**src/hw/rtl/unpm_pkg.sv**
```systemverilog
`timescale 1ns / 1ps
// ----------------------------------------------------------------------------
// unpm_pkg
// Shared constants and types for the BGRA un-premultiply core.
// ----------------------------------------------------------------------------
package unpm_pkg;

  localparam int FRAC_BITS = 8;
  localparam int IN_W      = 8;
  localparam int OUT_W     = 16;

  // 255.0 in fixed point and its width.
  localparam int TOP_W = IN_W + FRAC_BITS;
  localparam logic [TOP_W-1:0] TOP_VAL = TOP_W'(255) << FRAC_BITS;

  // Dividend 2*c*TOP + a fits in N_W bits; the reciprocal keeps as many.
  localparam int N_W   = 2 * IN_W + 1 + FRAC_BITS;
  localparam int RCP_K = N_W;
  localparam int RCP_W = RCP_K;
  localparam int D_W   = IN_W + 1;
  localparam int Q_W   = TOP_W + 1;

  localparam logic [OUT_W-1:0] OUT_MAX = '1;
  localparam logic [Q_W-1:0]   SAT_VAL = (Q_W'(TOP_VAL) > Q_W'(OUT_MAX)) ?
                                         Q_W'(OUT_MAX) : Q_W'(TOP_VAL);

  typedef struct packed {
    logic en1;
    logic en2;
  } ctrl_t;

endpackage

```
**src/hw/rtl/unpm_lane.sv**
```systemverilog
`timescale 1ns / 1ps
// ----------------------------------------------------------------------------
// unpm_lane
// One color channel: scale by 255/alpha, round to nearest, clamp; or pass through.
// ----------------------------------------------------------------------------
module unpm_lane (
  input  logic                        clk,
  input  unpm_pkg::ctrl_t             ctrl,
  input  logic                        mode,
  input  logic [unpm_pkg::IN_W-1:0]   chan,
  input  logic [unpm_pkg::IN_W-1:0]   alpha,
  input  logic [unpm_pkg::RCP_W-1:0]  recip,
  output logic [unpm_pkg::OUT_W-1:0]  res
);
  import unpm_pkg::*;

  logic [N_W-1:0]         n1, n2;
  logic [D_W-1:0]         d1, d2;
  logic [TOP_W-1:0]       st1, st2;
  logic                   zero1, zero2, sat1, sat2, mode1, mode2;
  logic [Q_W-1:0]         q2;
  logic [N_W+RCP_W-1:0]   prod;
  logic [Q_W+D_W-1:0]     pd;
  logic [Q_W+D_W-1:0]     rem;
  logic [Q_W-1:0]         qc;
  logic [Q_W-1:0]         val;

  always_ff @(posedge clk) begin
    if (ctrl.en1) begin
      n1    <= N_W'({chan, 1'b0}) * N_W'(TOP_VAL) + N_W'(alpha);
      d1    <= {alpha, 1'b0};
      st1   <= TOP_W'(chan) << FRAC_BITS;
      zero1 <= (alpha == '0);
      sat1  <= (chan >= alpha);
      mode1 <= mode;
    end
  end

  // The estimate from the truncated reciprocal is at most one below the quotient.
  assign prod = (N_W+RCP_W)'(n1) * (N_W+RCP_W)'(recip);

  always_ff @(posedge clk) begin
    if (ctrl.en2) begin
      q2    <= prod[RCP_K +: Q_W];
      n2    <= n1;
      d2    <= d1;
      st2   <= st1;
      zero2 <= zero1;
      sat2  <= sat1;
      mode2 <= mode1;
    end
  end

  always_comb begin
    pd  = (Q_W+D_W)'(q2) * (Q_W+D_W)'(d2);
    rem = (Q_W+D_W)'(n2) - pd;
    qc  = (rem >= (Q_W+D_W)'(d2)) ? q2 + Q_W'(1) : q2;
    if (!mode2) begin
      val = Q_W'(st2);
    end else if (zero2) begin
      val = '0;
    end else if (sat2) begin
      val = Q_W'(TOP_VAL);
    end else begin
      val = qc;
    end
    if (val > SAT_VAL) begin
      val = SAT_VAL;
    end
    res = OUT_W'(val);
  end

endmodule

```
**config.mk**
```make
export PLATFORM = sky130hd
export DESIGN_NAME = unpm_lane
export DESIGN_NICKNAME = d
export VERILOG_FILES = /design/src/hw/rtl/unpm_pkg.sv /design/src/hw/rtl/unpm_lane.sv
export SDC_FILE = /design/constraint.sdc
export NUM_CORES = 2
export LEC_CHECK = 0
export BUFFER_PORTS_ARGS = -buffer_cell sky130_fd_sc_hd__buf_4
export CORE_ASPECT_RATIO = 2
export CORE_MARGIN = 2
export CORE_UTILIZATION = 30
export DETAILED_ROUTE_END_ITERATION = 10
export PLACE_DENSITY = 0.5
export SYNTH_ARGS = -nofsm -noshare
export SYNTH_HDL_FRONTEND = slang
export SYNTH_SLANG_ARGS = --single-unit
```
**constraint.sdc**
```tcl
create_clock -name clk -period 21.7 [get_ports clk]
set_input_delay 1.085 -clock clk [delete_from_list [all_inputs] [get_ports clk]]
set_output_delay 1.085 -clock clk [all_outputs]
set_load 0.02 [all_outputs]
```
==> summary.md <==
| Metric | Value |
|---|---|
| Status | finished clean |
| Worst Skew | 15.3 ps |
| Ports | 61 |
| Die area | 97600 sq um |
| Crit path from | d2[3] |
| Rows | 159 |
| Final Cycle Share | 52.3% |
| Max-slew violation count | 0 |
| Final ANT Viol Nets | 0 |
| # setup viols final | 0 |
| Highest Clock Rate | 88.1 MHz |
| Mapped Nets | 3972 |
| Worst-Margin Slew | 1060 ps |
| # Max-Cap Violations | 0 |
| Hold Buf Count CTS | 0 |
| Cells after synthesis | 3048 |
| Crit end category | output port |
| Clk buf depth | 2 |
| Placed instance count | 4211 |
| CP Launch Type | register |
| Commonest non-fill, non-tap cells in the layout | 674 x inv_1, 595 x fa_1, 433 x nand2_1, 308 x and2_1, 284 x ha_1 |
| Yosys reg bits | 85 |
| # DRC | 0 |
| Total global-route track usage | 19.3% |
| Via Count | 20700 |
| Post-synthesis area per instance | 9.34 sq um |
| R2R setup slack | 13020 ps |
| Top FF cell, synth | edfxtp_1 |
| Critical setup path kind | reg -> out |
| Most common cell after layout, fill and taps aside | inv_1 |
| CTS tree | yes |
| Slew HR | 28.7% |
| Vias/cell | 4.89 |
| Worst skew pair latency | 380 ps |
| CTS clk-pin slew, worst paths | 70 ps |
| Final Wtd Congestion | 0.849 |
| Ys async rst share | 0% |
| Post-CTS Resized | 0 |
| Share of layout cells above drive strength 1 | 5.03% |
| Hold Path Class | reg -> reg |
| Root buffer cell | clkbuf_16 |
| Post-synthesis sequential area ratio | 8.96% |
| First-pass DRT Iterations | 7 |
| RSZ-0062 raised after global routing | no |
| TNS Setup | 0 ps |
| Drt total wl | 90800 um |
| Final hold vios | 0 |
| CP endpoint | res[6] |
| Gr ovfl total | 0 |
| Max Fanout on Critical Path | 19 |
| CTS buffer count | 9 |
| R2R cell count | 27 |
| # clock sinks | 85 |
| First-pass GRT wire length | 140000 um |
| Number of global-route vias before repair | 23700 |
| Yosys Warn Count | 0 |
| Largest stage delay, worst path | 810 ps |
| Final min period | 11360 ps |
| HPWL after detailed placement | 72000 um |
| Post-Syn Area | 28500 sq um |
| Die height | 440 um |
| Core area | 93900 sq um |
| Die W | 222 um |
| Netlist cell types | 97 |
| Postcts setup bufs | 0 |
| EDFF count, synth | 85 |
| Reg-to-reg endpoint | q2[16] |
| Nets | 3939 |
| Area delta synth->final | 6.48% |
| Final cell count without fillers | 4228 |
| Pin count of the biggest net entering global routing | 52 |
| Wire length per cell | 21.5 um |
| Critical path's slowest cell | edfxtp_1 |
| Port buffer count | 60 |
| Initial antenna violation count | 3 |
| Starting Density | 30.3% |
| R2r startpoint | n1[16] |
| Htree depth | 3 |
| Worst path required time | 20610 ps |
| CP arrival | 10270 ps |
| Initial DRC Count | 947 |
[worst max-delay path, delay by kind of cell (launching register included)]
family | cells | cell delay, ps
AO/OA/AOI/OAI | 12 | 2870
adder cells (fa/ha/maj) | 6 | 2740
AND/OR/NAND/NOR | 10 | 2680
flip-flops | 1 | 810
buffers and inverters | 5 | 420
XOR/XNOR | 1 | 330
[how the worst min path moves through the flow]
stage | from | to | depth (start not counted)
finish | st1[11] | st2[11] | 0
floorplan | mode1 | mode2 | 0
global route | st1[15] | st2[15] | 0
CTS | st1[12] | st2[12] | 0
global placement | st1[15] | st2[15] | 0
detailed placement | st1[12] | st2[12] | 0
[cells by family after synthesis]
kind of cell / synth area share, %
compound gates: 6.42
buf+inv: 11.1
mux: 0.110
fa+ha+maj: 54.3
xor+xnor: 2.46
flops: 8.96
simple gates: 16.6
[stage by stage]
stage / utilization [%] / instance area, sq um / hold WS (ps) / setup WS [ps]
finish: 32.3 / 30300 / 421 / 10340
global route: 32.3 / 30300 / 429 / 9830
CTS: 32.3 / 30300 / 423 / 10380
detailed placement: 32.0 / 30000 / 405 / 10850
global placement: 32.0 / 30000 / 403 / 10840
floorplan: - / 28500 / 400 / 12530
[metal layers]
metal  share of wire (%)  track usage (%)  up-vias
met4                 6.9             11.8        2
li1                    -                -     9153
met1                  32             18.1    10800
met2                  58             39.8      478
met5              0.0088                0        -
met3                 2.9             1.62      235
[cell usage after synthesis (19+ instances only)]
cell type	n	share of area, %
fa_1	595	42
xor2_1	31	0.95
nor3_1	19	0.33
nand2_1	433	5.7
clkbuf_1	114	1.5
o21ai_0	44	0.77
inv_1	674	8.9
a21o_1	28	0.74
edfxtp_1	85	9.0
and2_1	308	6.8
xnor2_1	49	1.5
ha_1	284	12
a21oi_1	59	1.0
nor2_1	79	1.0
[sequential cells by signal (all words and copies together), names as in the netlist, 7 cells and up]
name and cells:
d2 7, st2 8, n2 16, d1 7
n1 16, q2 17, st1 8
[layout make-up]
class,count,area [sq um]
Tap cell,1207,1510
Clock buffer,9,225
Clock inverter,7,86.3
Inverter,674,2530
Timing Repair Buffer,87,653
Antenna cell,1,2.50
Multi-Input combinational cell,2158,22800
Sequential cell,85,2550
Fill cell,9853,63600
Power is left out: the tool's default activity adds up to more than one toggle a clock period on the data nets, which glitch-free logic cannot reach.
