### config.mk
export PLATFORM = sky130hd
export DESIGN_NAME = unpm_merge
export DESIGN_NICKNAME = d
export VERILOG_FILES = /design/src/hw/rtl/unpm_pkg.sv /design/src/hw/rtl/unpm_merge.sv
export SDC_FILE = /design/constraint.sdc
export NUM_CORES = 1
export LEC_CHECK = 0
export BUFFER_PORTS_ARGS = -buffer_cell sky130_fd_sc_hd__clkbuf_2
export CAP_MARGIN = 20
export CORE_MARGIN = 2
export CORE_UTILIZATION = 40
export CTS_BUF_LIST = sky130_fd_sc_hd__clkbuf_4 sky130_fd_sc_hd__clkbuf_8 sky130_fd_sc_hd__clkbuf_16
export DETAILED_ROUTE_END_ITERATION = 16
export GPL_TIMING_DRIVEN = 0
export PLACE_DENSITY = 0.78
export SYNTH_ARGS = -nofsm -noshare
export SYNTH_HDL_FRONTEND = slang
export SYNTH_SLANG_ARGS = --single-unit
### constraint.sdc
create_clock -name clk -period 1.59 [get_ports clk]
set_clock_uncertainty 0.1 [all_clocks]
set_input_delay 0.3975 -clock clk [delete_from_list [all_inputs] [get_ports clk]]
set_output_delay 0.3975 -clock clk [all_outputs]
set_load 0.05 [all_outputs]
### src/hw/rtl/unpm_pkg.sv
`timescale 1ns / 1ps
// ----------------------------------------------------------------------------
// unpm_pkg
// Shared constants and types for the BGRA un-premultiply core.
// ----------------------------------------------------------------------------
package unpm_pkg;

  localparam int FRAC_BITS = 8;
  localparam int IN_W      = 8;
  localparam int OUT_W     = 16;

  // 255.0 in fixed point and its width.
  localparam int TOP_W = IN_W + FRAC_BITS;
  localparam logic [TOP_W-1:0] TOP_VAL = TOP_W'(255) << FRAC_BITS;

  // Dividend 2*c*TOP + a fits in N_W bits; the reciprocal keeps as many.
  localparam int N_W   = 2 * IN_W + 1 + FRAC_BITS;
  localparam int RCP_K = N_W;
  localparam int RCP_W = RCP_K;
  localparam int D_W   = IN_W + 1;
  localparam int Q_W   = TOP_W + 1;

  localparam logic [OUT_W-1:0] OUT_MAX = '1;
  localparam logic [Q_W-1:0]   SAT_VAL = (Q_W'(TOP_VAL) > Q_W'(OUT_MAX)) ?
                                         Q_W'(OUT_MAX) : Q_W'(TOP_VAL);

  typedef struct packed {
    logic en1;
    logic en2;
  } ctrl_t;

endpackage

### src/hw/rtl/unpm_merge.sv
`timescale 1ns / 1ps
// ----------------------------------------------------------------------------
// unpm_merge
// Joins the three lane results into one output beat and holds it.
// ----------------------------------------------------------------------------
module unpm_merge (
  input  logic                       clk,
  input  logic                       rst,
  input  logic                       in_valid,
  input  logic [unpm_pkg::OUT_W-1:0] red,
  input  logic [unpm_pkg::OUT_W-1:0] green,
  input  logic [unpm_pkg::OUT_W-1:0] blue,
  output logic                       en3,
  output logic                       m_tvalid,
  input  logic                       m_tready,
  output logic [3*unpm_pkg::OUT_W-1:0] m_tdata  // red_out, green_out, blue_out
);
  import unpm_pkg::*;

  assign en3 = !m_tvalid || m_tready;

  always_ff @(posedge clk) begin
    if (rst) begin
      m_tvalid <= 1'b0;
    end else if (en3) begin
      m_tvalid <= in_valid;
    end
  end

  always_ff @(posedge clk) begin
    if (en3) begin
      m_tdata <= {blue, green, red};
    end
  end

endmodule
==> results of run 1 <==
cells in the mapped netlist, drive strengths merged:
master   n
inv      1
dfxtp    1
nand2b   1
a21oi    1
edfxtp  48
per-stage QoR:
stage | TNS (ns) | std cells | hold WS [ns] | cell area, sq um | power (mW)
5_1_grt | 0 | 212 | 0.149 | 2180 | 2.84
3_3_place_gp | -0.287 | 201 | 0.451 | 2050 | 2.04
2_1_floorplan | 0 | 52 | 0.353 | 1490 | 1.90
6_report | 0 | 212 | 0.163 | 2180 | 2.72
4_1_cts | 0 | 212 | 0.153 | 2180 | 2.76
3_5_place_dp | -0.330 | 201 | 0.461 | 2050 | 2.05
worst max-delay path by stage:
stage	slack, ns	end	startpoint	cells past startpoint
3_3_place_gp	-0.29	en3	m_tready	3
3_5_place_dp	-0.33	en3	m_tready	3
6_report	0.09	m_tvalid	m_tvalid	1
2_1_floorplan	0.17	en3	m_tvalid	1
5_1_grt	0.04	m_tvalid	m_tvalid	1
4_1_cts	0.08	m_tvalid	m_tvalid	1
power breakdown:
group | internal, mW | switching [mW]
sequential | 1.52 | 0.0279
combinational | 0.106 | 0.379
clock | 0.327 | 0.365
total | 1.95 | 0.772
sequential cells by signal (all words and copies together) (netlist names):
signal,cells
m_tdata,48
m_tvalid,1
per-layer routing:
| layer | part of all wire (%) | routed length [um] | track usage [%] | vias up |
|---|---|---|---|---|
| met1 | 38 | 1160 | 16.9 | 432 |
| met2 | 52 | 1600 | 24.5 | 61 |
| met4 | 0.62 | 19 | 4.79 | 0 |
| li1 | - | - | - | 429 |
| met3 | 9.7 | 298 | 5.56 | 2 |
| met5 | 0 | 0 | 0 | - |
final cells by class:
class	count	area [sq um]
clock buffers	6	76.3
flip-flops and latches	49	1460
inverters	1	3.75
well taps	48	60.1
fillers	298	1430
repair buffers	102	522
multi-input cells	4	40.0
clock inverters	2	15.0
cell families (layout without fill, tap and decap cells):
family / count (synthesis) / after routing / synth area share (%)
DFF: 49 / 49 / 98.2
and+or+nand+nor: 1 / 3 / 0.925
buffers and inverters: 1 / 111 / 0.252
AOI/OAI and AO/OA: 1 / 1 / 0.589
repair_timing:
item                                    in CTS  in global routing
setup buffers                                1                  0
resized for setup                            2                  0
endpoints found under the setup margin       1                  0
==> parameters.txt, run 1 <==
Parameter                              Value

Clock tree
  Clock tree buffer depth ... 2
  Clk Latency, worst-skew pair ... 0.28 ns
  Clock edge transition at the registers on the reported setup and hold paths ... 0.08 ns
  CTS tree ... built
  Root Buffer Master ... sky130_fd_sc_hd__clkbuf_8
  Total number of H-tree levels ... 2
  Number of sinks on the clock net ... 49
  Number of hold-repair buffers added at the cts stage ... 0
  Number of buffers added by the clock tree synthesis step ... 5

Power and ir drop
  Peak supply drop ... 0.000570 V
  Total leakage power ... 0.993 nW
  Power Density ... 1250 nW/um^2

Global routing
  Via count of the first global-routing pass ... 889
  Number of antenna violations at the first check in global routing ... 0
  Pin count of the biggest net entering global routing ... 26
  Remaining global-route overflow ... 0
  GRT Overall Usage ... 14.5%
  First-pass GRT wire length ... 4280 um

Placement
  Number of input and output port buffers inserted ... 101
  Global placement routability congestion ... 0.607
  Post-placement setup slack ... -0.330 ns

Setup path
  Cell type group with the largest total delay on the critical path ... flip-flops
  Maximum cell stage delay along the critical path ... 0.42 ns
  Required @ worst endpoint ... 1.09 ns
  Reg-to-reg setup timing slack ... 0.30 ns
  CP max-delay cell ... sky130_fd_sc_hd__dfxtp_2
  Series of cell instances along the critical path ... clkbuf_2
  Nature of the critical path endpoint ... primary output
  Worst reg2reg path depth ... 1
  Startpoint types ... flip-flop
  Largest fanout of any net on the critical path ... 4
  FF-to-FF Start ... m_tvalid
  Worst EP arrival ... 1.00 ns
  Worst reg2reg path endpoint ... m_tdata[3]
  Worst Path Class, Setup ... flip-flop to primary output
  Buf/Inv on CP ... 1

Job
  Maxcap violations ... 0

Logic synthesis
  Sequential fraction of the synthesis area ... 98.2%
  #FFs+latches synth ... 49
  Number of cells produced by synthesis ... 52
  Count of warnings emitted by yosys ... 0
  Post-synth top area share ... 96.9%
  Netlist area before placement ... 1490 sq um
  Mapped Nets ... 104
  Most area-consuming cells after synthesis ... sky130_fd_sc_hd__edfxtp_1, sky130_fd_sc_hd__dfxtp_1, sky130_fd_sc_hd__nand2b_4
  Biggest area consumer among synthesized cells ... sky130_fd_sc_hd__edfxtp_1
  Syn Area/Cell ... 28.6 sq um
  Synth cell types ... 5

Detailed routing
  Drt initial violations ... 40
  Number of routed nets with antenna violations ... 0
  Overall via count from detail_route ... 924
  WL per Instance ... 14.5 um
  Final wirelength ... 3080 um
  Remaining DRCs ... 0
  Number of iterations in the first detailed-routing pass ... 2
  Via density per instance ... 4.36

STA
  Slew Viols, Final ... 0
  Unrepaired setup endpoints after global routing ... false
  Slew of the pin with the lowest slew margin ... 0.614 ns
  Part of the cycle the worst path needs ... 94.3%
  FMAX ... 667 MHz
  Worst rel slew slack ... 59.1%
  Final number of hold-violating endpoints ... 0
  Count of final setup violators ... 0
  Least setup slack across all paths after layout ... 0.0901 ns
  Post-route minimum period ... 1.50 ns

Cells and area
  Ratio of cells with drive above 1 in the final layout ... 70.1%
  Antenna Cells ... 0
  End-of-flow core utilization ... 60.4%
  Most common library cell in the layout ignoring fill and taps ... sky130_fd_sc_hd__clkbuf_2
  Most frequent cells in the layout ... sky130_fd_sc_hd__clkbuf_2, sky130_fd_sc_hd__edfxtp_1, sky130_fd_sc_hd__clkbuf_8
  Area growth from synthesis to layout ... 46.5%
  NumNets Final ... 215

Floorplan
  Vertical die dimension ... 65.0 um
  Total die area ... 4220 sq um
  Width of the die ... 65.0 um
  Boundary Pins ... 102
  Starting density of the core ... 41.3%
  Std-Cell Core Area ... 3610 sq um
  Site Rows ... 22

Min path
  Worst min-delay path category ... input port to flip-flop
  Cells on Worst Hold Path ... 2
  Origin of the worst min-delay path ... rst
  Worst min-delay path endpoint ... m_tvalid

Outcome
  Result of the run ... completed
(Power assumes the default switching activity.)
==> run 2, diff against run 1 <==
Settings changed: ABC_AREA set to 1.
==> run 2 against run 1 <==
Via count rose by 1.4%. First-iteration DRC count rose by 130%. Die area fell by 0.23%. Critical endpoint is now en3. Sequential power barely moved.
==> parameters.txt, run 2 <==
Parameter                              Value

STA
  Slew of the pin with the lowest slew margin ... 0.344 ns (-0.270 ns)
  Post-route setup TNS ... 0 ns (unchanged)
  FMAX ... 654 MHz (-1.9%)
  Unrepaired setup endpoints after global routing ... false
  Part of the cycle the worst path needs ... 96.1% (+1.8 points)
  Final number of hold-violating endpoints ... 0 (unchanged)
  Worst rel slew slack ... 77.1% (+18 points)
  Count of final setup violators ... 0 (unchanged)
  Post-route minimum period ... 1.53 ns (+0.0288 ns)
  Slew Viols, Final ... 0 (unchanged)
  Least setup slack across all paths after layout ... 0.0613 ns (-0.0288 ns)

Global routing
  Via count of the first global-routing pass ... 872 (-1.9%)
  Number of antenna violations at the first check in global routing ... 0 (unchanged)
  Met3 Usage GRT ... 6.25% (+0.69 points)
  Remaining global-route overflow ... 0 (unchanged)
  Most utilized layer in the global route result ... met2
  Met1 global-route usage ... 14.6% (-2.3 points)
  Pin count of the biggest net entering global routing ... 26 (unchanged)
  GRT met2 Usage ... 23.5% (-1.0 points)
  First-pass GRT wire length ... 4110 um (-3.9%)
  GRT Overall Usage ... 13.6% (-0.88 points)

Logic synthesis
  Mapped Nets ... 105 (+0.96%)
  Complex-gate fraction of the synthesized area ... 0.590% (+0.0015 points)
  Synth cell types ... 5 (unchanged)
  Syn Area/Cell ... 28.0 sq um (-2.1%)
  Number of cells produced by synthesis ... 53 (+1.9%)
  Most area-consuming cells after synthesis ... sky130_fd_sc_hd__edfxtp_1, sky130_fd_sc_hd__dfxtp_1, sky130_fd_sc_hd__a21oi_2
  Proportion of synthesized flip-flops having asynchronous set or reset ... 0% (unchanged)
  Synth Area in Simple Gates ... 0.422% (-0.50 points)
  Largest family of logic cells by synthesized area ... compound AO/OA/AOI/OAI gates
  Sequential fraction of the synthesis area ... 98.5% (+0.25 points)
  Multiplexer area fraction after synthesis ... 0% (unchanged)
  Count of flip-flops with a built-in enable after synthesis ... 48 (unchanged)
  Post-synth top area share ... 97.1% (+0.25 points)
  Biggest area consumer among synthesized cells ... sky130_fd_sc_hd__edfxtp_1
  Netlist area before placement ... 1480 sq um (-0.25%)
  Most instantiated cells after synthesis ... sky130_fd_sc_hd__edfxtp_1, sky130_fd_sc_hd__inv_1, sky130_fd_sc_hd__a21oi_2, sky130_fd_sc_hd__dfxtp_1, sky130_fd_sc_hd__nand2_2
  Cell with the most instances after synthesis ... sky130_fd_sc_hd__edfxtp_1
  Dominant synthesized flop cell ... sky130_fd_sc_hd__edfxtp_1
  Count of warnings emitted by yosys ... 0 (unchanged)
  Post-synthesis share of cell area spent on xor and xnor gates ... 0% (unchanged)
  Post-Synth Adder-Cell Area ... 0% (unchanged)
  #FFs+latches synth ... 49 (unchanged)

Floorplan
  Std-Cell Core Area ... 3610 sq um (unchanged)
  Vertical die dimension ... 64.9 um (-0.12%)
  Boundary Pins ... 102 (unchanged)
  Total die area ... 4210 sq um (-0.23%)
  Width of the die ... 64.9 um (-0.12%)
  Site Rows ... 22 (unchanged)
  Starting density of the core ... 41.2% (-0.10 points)

Placement
  Global placement routability congestion ... 0.592 (-2.5%)
  Post-placement setup slack ... -0.131 ns (+0.199 ns)
  Detailed-placement wirelength estimate ... 2130 um
  Number of input and output port buffers inserted ... 101 (unchanged)
  Cell count after placement ... 202 (+0.50%)

Power and ir drop
  Peak supply drop ... 0.000557 V (-2.1%)
  Design internal power ... 1.94 mW (-0.13%)
  Power Density ... 1250 nW/um^2 (about the same)
  Switching power ... 0.787 mW (+2.0%)
  Total leakage power ... 1.00 nW (+0.83%)
  Fraction of power spent switching nets ... 28.8% (+0.43 points)
  Share of power burned in combinational logic ... 17.7% (about the same)
  Relative contribution of the clock network to total power ... 25.9% (+0.5 points)
  Sequential share of power ... 56.4% (-0.3 points)

Outcome
  Result of the run ... completed

Detailed routing
  WL per Instance ... 13.8 um (-5.2%)
  Number of iterations in the first detailed-routing pass ... 4 (+2)
  Final wirelength ... 2920 um (-5.2%)
  Overall via count from detail_route ... 937 (+1.4%)
  Drt initial violations ... 91 (+130%)
  Remaining DRCs ... 0 (unchanged)
  Via density per instance ... 4.42 (+1.4%)
  Number of routed nets with antenna violations ... 0 (unchanged)

Setup path
  End of the critical path ... en3
  Reg-to-reg setup timing slack ... 0.48 ns (+0.18 ns)
  Origin of the worst setup path ... m_tvalid
  Startpoint types ... flip-flop
  Nature of the critical path endpoint ... primary output
  FF-to-FF Start ... m_tvalid
  Largest fanout of any net on the critical path ... 13 (+9)
  Worst reg2reg path depth ... 1 (unchanged)
  Worst Path Class, Setup ... flip-flop to primary output
  Required @ worst endpoint ... 1.09 ns (about the same)
  Worst EP arrival ... 1.03 ns (+0.03 ns)
  Worst reg2reg path endpoint ... m_tdata[21]

Cells and area
  Most flops, register ... m_tdata
  Most common library cell in the layout ignoring fill and taps ... sky130_fd_sc_hd__clkbuf_2
  Total area of multi-input combinational cells ... 51.3 sq um (+28%)
  Storage cell area ... 1470 sq um (+0.17%)
  Area growth from synthesis to layout ... 47.6%
  Count of non-filler cells in the finished layout ... 212 (unchanged)
  Most frequent cells in the layout ... sky130_fd_sc_hd__clkbuf_2, sky130_fd_sc_hd__edfxtp_1, sky130_fd_sc_hd__clkbuf_8
  NumNets Final ... 215 (unchanged)
  FILL cells ... 291 (-2.3%)
  Largest registers in the final layout ... m_tdata x48, m_tvalid x1
  Number of flip-flops under the largest register name ... 48 (unchanged)
  Antenna Cells ... 0 (unchanged)
  Ratio of cells with drive above 1 in the final layout ... 70.1% (unchanged)

Clock tree
  Number of sinks on the clock net ... 49 (unchanged)
  Number of hold-repair buffers added at the cts stage ... 0 (unchanged)
  Number of buffers added by the clock tree synthesis step ... 5 (unchanged)
  Total number of H-tree levels ... 2 (unchanged)
  CTS tree ... built
  Post-CTS setup buffer count ... 0 (-1)
  Clock tree buffer depth ... 2 (unchanged)
  Clock edge transition at the registers on the reported setup and hold paths ... 0.08 ns (about the same)
  Clk Latency, worst-skew pair ... 0.28 ns (about the same)
  Root Buffer Master ... sky130_fd_sc_hd__clkbuf_8

Min path
  Worst min-delay path category ... input port to flip-flop

Job
  Maxcap violations ... 0 (unchanged)
run 2: cell count changes after synthesis, sizes merged:
cell / before / now
nand2: 0 / 1
nand2b: 1 / 0
inv: 1 / 2
run 2: per-stage QoR:
step           power [mW]  util, %  hold slack (ns)  instance area (sq um)
2_1_floorplan        1.91        -            0.360                   1500
3_3_place_gp         2.04     57.2            0.460                   2060
3_5_place_dp         2.05     57.2            0.469                   2060
4_1_cts              2.76     60.4            0.147                   2180
5_1_grt              2.85     60.7            0.146                   2190
6_report             2.73     60.7            0.153                   2190
run 2: area by class of cell:
type / count / area share, %
Timing Repair Buffer: 101 / 23.5
Tap cell: 48 / 2.74
Sequential cell: 49 / 66.9
Clock buffer: 6 / 3.49
Multi-Input combinational cell: 4 / 2.34
Inverter: 2 / 0.343
Clock inverter: 2 / 0.686
run 2: how the worst min path moves through the flow:
stage               from  endpoint  cells after the start
finish               rst  m_tvalid                      2
detailed placement   rst  m_tvalid                      2
global route         rst  m_tvalid                      2
CTS                  rst  m_tvalid                      2
floorplan            rst  m_tvalid                      1
global placement     rst  m_tvalid                      2
run 2: timing repair:
action	CTS	global route
setup endpoints to repair	1	1
hold endpoints to repair	0	0
gates resized for setup	5	0
pin swaps	1	1
cloned	1	1
run 2: cell families (layout without fill, tap and decap cells):
group,after synthesis,count (layout)
compound gates,1,1
buf+inv,2,111
flops,49,49
simple gates,1,3
run 2: worst max-delay path, stage by stage (launching register included):
cell and delay [ns]:
sky130_fd_sc_hd__dfxtp_4 0.43, sky130_fd_sc_hd__nand2_8 0.11, sky130_fd_sc_hd__clkbuf_8 0.20
run 2: power groups by stage:
stage | registers [mW] | logic, mW | clock network (mW)
global route | 1.55 | 0.501 | 0.802
CTS | 1.54 | 0.486 | 0.736
finish | 1.54 | 0.483 | 0.707
floorplan | 1.88 | 0.0257 | 0
global placement | 1.57 | 0.475 | 0
detailed placement | 1.57 | 0.480 | 0
run 2: routing by layer:
layer / up-vias / share of wire (%) / wire length (um)
met5: - / 0 / 0
met4: 0 / 0.79 / 23
met3: 4 / 13 / 376
met2: 64 / 52 / 1500
met1: 439 / 35 / 1010
li1: 430 / - / -
==> run 3, diff against run 2 <==
Settings changed: PLACE_DENSITY 0.78 to unset, PLACE_DENSITY_LB_ADDON set to 0.12.
==> run 3 against run 2 <==
Non-clock buffer count stayed put. Total power is 1.7% lower. Die area stayed put. Count of clock-buffer cells in the layout stayed put. Combinational power hardly changed. Worst setup slack better by 0.012 ns. Core utilization is 0.31 points lower. Largest power group unchanged. Register-to-register slack hardly changed. Hold slack better by 0.013 ns. Sequential share of layout area is 0.35 points higher. Largest cell class unchanged.
==> parameters.txt, run 3 (same netlist as run 2, synthesis figures left out) <==
Parameter                              Value

Clock tree
  Number of buffers added by the clock tree synthesis step ... 5 (unchanged)
  Clock tree buffer depth ... 2 (unchanged)
  Root Buffer Master ... sky130_fd_sc_hd__clkbuf_8
  Number of sinks on the clock net ... 49 (unchanged)
  CTS tree ... built
  Clock edge transition at the registers on the reported setup and hold paths ... 0.07 ns (about the same)
  Post-CTS setup buffer count ... 0 (unchanged)
  Clk Latency, worst-skew pair ... 0.28 ns (about the same)
  Total number of H-tree levels ... 2 (unchanged)

Outcome
  Result of the run ... completed

STA
  Worst rel slew slack ... 77.0% (about the same)
  Unrepaired setup endpoints after global routing ... false
  Part of the cycle the worst path needs ... 95.4% (-0.77 points)
  Slew Viols, Final ... 0 (unchanged)
  Final number of hold-violating endpoints ... 0 (unchanged)
  Slew of the pin with the lowest slew margin ... 0.344 ns (+0.000636 ns)
  Count of final setup violators ... 0 (unchanged)
  Post-route minimum period ... 1.52 ns (-0.0123 ns)
  FMAX ... 659 MHz (+0.81%)

Detailed routing
  Number of routed nets with antenna violations ... 0 (unchanged)
  Via density per instance ... 4.26 (-3.7%)
  Final wirelength ... 2650 um (-9.1%)
  Overall via count from detail_route ... 898 (-4.2%)
  Number of iterations in the first detailed-routing pass ... 4 (unchanged)
  WL per Instance ... 12.6 um (-8.6%)
  Remaining DRCs ... 0 (unchanged)
  Drt initial violations ... 23 (-75%)

Floorplan
  Std-Cell Core Area ... 3610 sq um (unchanged)
  Site Rows ... 22 (unchanged)
  Width of the die ... 64.9 um (unchanged)
  Vertical die dimension ... 64.9 um (unchanged)
  Boundary Pins ... 102 (unchanged)
  Total die area ... 4210 sq um (unchanged)
  Starting density of the core ... 41.2% (unchanged)

Cells and area
  Antenna Cells ... 0 (unchanged)
  End-of-flow core utilization ... 60.4% (-0.31 points)
  Most flops, register ... m_tdata
  Post-route cell area ... 2180 sq um (-0.51%)
  Number of flip-flops under the largest register name ... 48 (unchanged)
  Most common library cell in the layout ignoring fill and taps ... sky130_fd_sc_hd__clkbuf_2
  Ratio of cells with drive above 1 in the final layout ... 69.3% (-0.80 points)
  Most frequent cells in the layout ... sky130_fd_sc_hd__clkbuf_2, sky130_fd_sc_hd__edfxtp_1, sky130_fd_sc_hd__clkbuf_8
  NumNets Final ... 215 (unchanged)
  Largest registers in the final layout ... m_tdata x48, m_tvalid x1
  Area growth from synthesis to layout ... 46.8%

Setup path
  End of the critical path ... en3
  Required @ worst endpoint ... 1.09 ns (about the same)
  Series of cell instances along the critical path ... nand2_8 -> clkbuf_8
  FF-to-FF Start ... m_tvalid
  Reg-to-reg setup timing slack ... 0.49 ns (about the same)
  Worst reg2reg path depth ... 1 (unchanged)
  Worst EP arrival ... 1.02 ns (about the same)
  CP max-delay cell ... sky130_fd_sc_hd__dfxtp_4
  Largest fanout of any net on the critical path ... 13 (unchanged)
  Origin of the worst setup path ... m_tvalid
  Startpoint types ... flip-flop
  Worst Path Class, Setup ... flip-flop to primary output
  Maximum cell stage delay along the critical path ... 0.42 ns (about the same)
  Nature of the critical path endpoint ... primary output
  Worst reg2reg path endpoint ... m_tdata[15]

Job
  Maxcap violations ... 0 (unchanged)

Placement
  Total placed instance area ... 2060 sq um (unchanged)
  Number of input and output port buffers inserted ... 101 (unchanged)
  Global placement routability congestion ... 0.640 (+8.0%)

Global routing
  Number of antenna violations at the first check in global routing ... 0 (unchanged)
  Remaining global-route overflow ... 0 (unchanged)
  First-pass GRT wire length ... 3690 um (-10%)
  Via count of the first global-routing pass ... 815 (-6.5%)
  GRT Overall Usage ... 12.4% (-1.2 points)
  Pin count of the biggest net entering global routing ... 26 (unchanged)

Power and ir drop
  Total leakage power ... 1.00 nW (+0.13%)
  Peak supply drop ... 0.000602 V (+8.0%)
  Power Density ... 1230 nW/um^2 (-1.2%)

Min path
  Worst min-delay path category ... input port to flip-flop
==> run 3: cell count changes in the layout (fill, tap and decap cells not counted) <==
cell                         previous run  this run
sky130_fd_sc_hd__clkinv_1               0         1
sky130_fd_sc_hd__clkinvlp_4             2         0
==> run 3: layout make-up <==
class / count / area (sq um)
flip-flops and latches: 49 / 1470
fillers: 288 / 1430
repair buffers: 101 / 514
clock buffers: 6 / 76.3
well taps: 48 / 60.1
multi-input cells: 4 / 51.3
inverters: 2 / 7.51
clock inverters: 1 / 3.75
==> run 3: power breakdown <==
part | internal [mW] | total (mW) | switching [mW]
combinational | 0.104 | 0.484 | 0.379
clock | 0.314 | 0.662 | 0.349
sequential | 1.51 | 1.54 | 0.0253
==> run 3: what timing repair did <==
item,CTS,global route
resized for setup,5,0
cloned,1,1
hold buffers,0,0
setup endpoints to repair,1,1
pin swaps,1,1
==> run 3: routing by layer <==
| layer | global-route usage [%] | wire, um | vias up |
|---|---|---|---|
| met5 | 0 | 0 | - |
| met4 | 4.79 | 28 | 0 |
| met3 | 5.90 | 284 | 4 |
| met2 | 21.4 | 1370 | 57 |
| met1 | 12.9 | 967 | 409 |
| li1 | - | - | 428 |
==> run 3: per-stage QoR <==
step                TNS, ns  worst slack, ns  hold slack (ns)  cells  power, mW
floorplan                 0           0.0423            0.360     53       1.91
global placement     -0.107           -0.107            0.458    202       2.04
detailed placement   -0.125           -0.125            0.476    202       2.05
CTS                       0          0.00319            0.160    210       2.71
global route              0           0.0165            0.165    211       2.79
finish                    0           0.0736            0.166    211       2.69
==> run 3: worst max-delay path: cells and delay by family, from the launching register on <==
kind / cells / cell delay [ns]
buffers and inverters: 1 / 0.20
AND/OR/NAND/NOR: 1 / 0.11
flip-flops: 1 / 0.42
==> run 3: worst min path at each step <==
stage | depth (start not counted) | slack, ns | end | from
5_1_grt | 1 | 0.16 | m_tdata[19] | green[3]
2_1_floorplan | 1 | 0.36 | m_tvalid | rst
4_1_cts | 2 | 0.16 | m_tvalid | rst
6_report | 2 | 0.17 | m_tvalid | rst
3_3_place_gp | 2 | 0.46 | m_tvalid | rst
3_5_place_dp | 1 | 0.48 | m_tdata[17] | green[1]
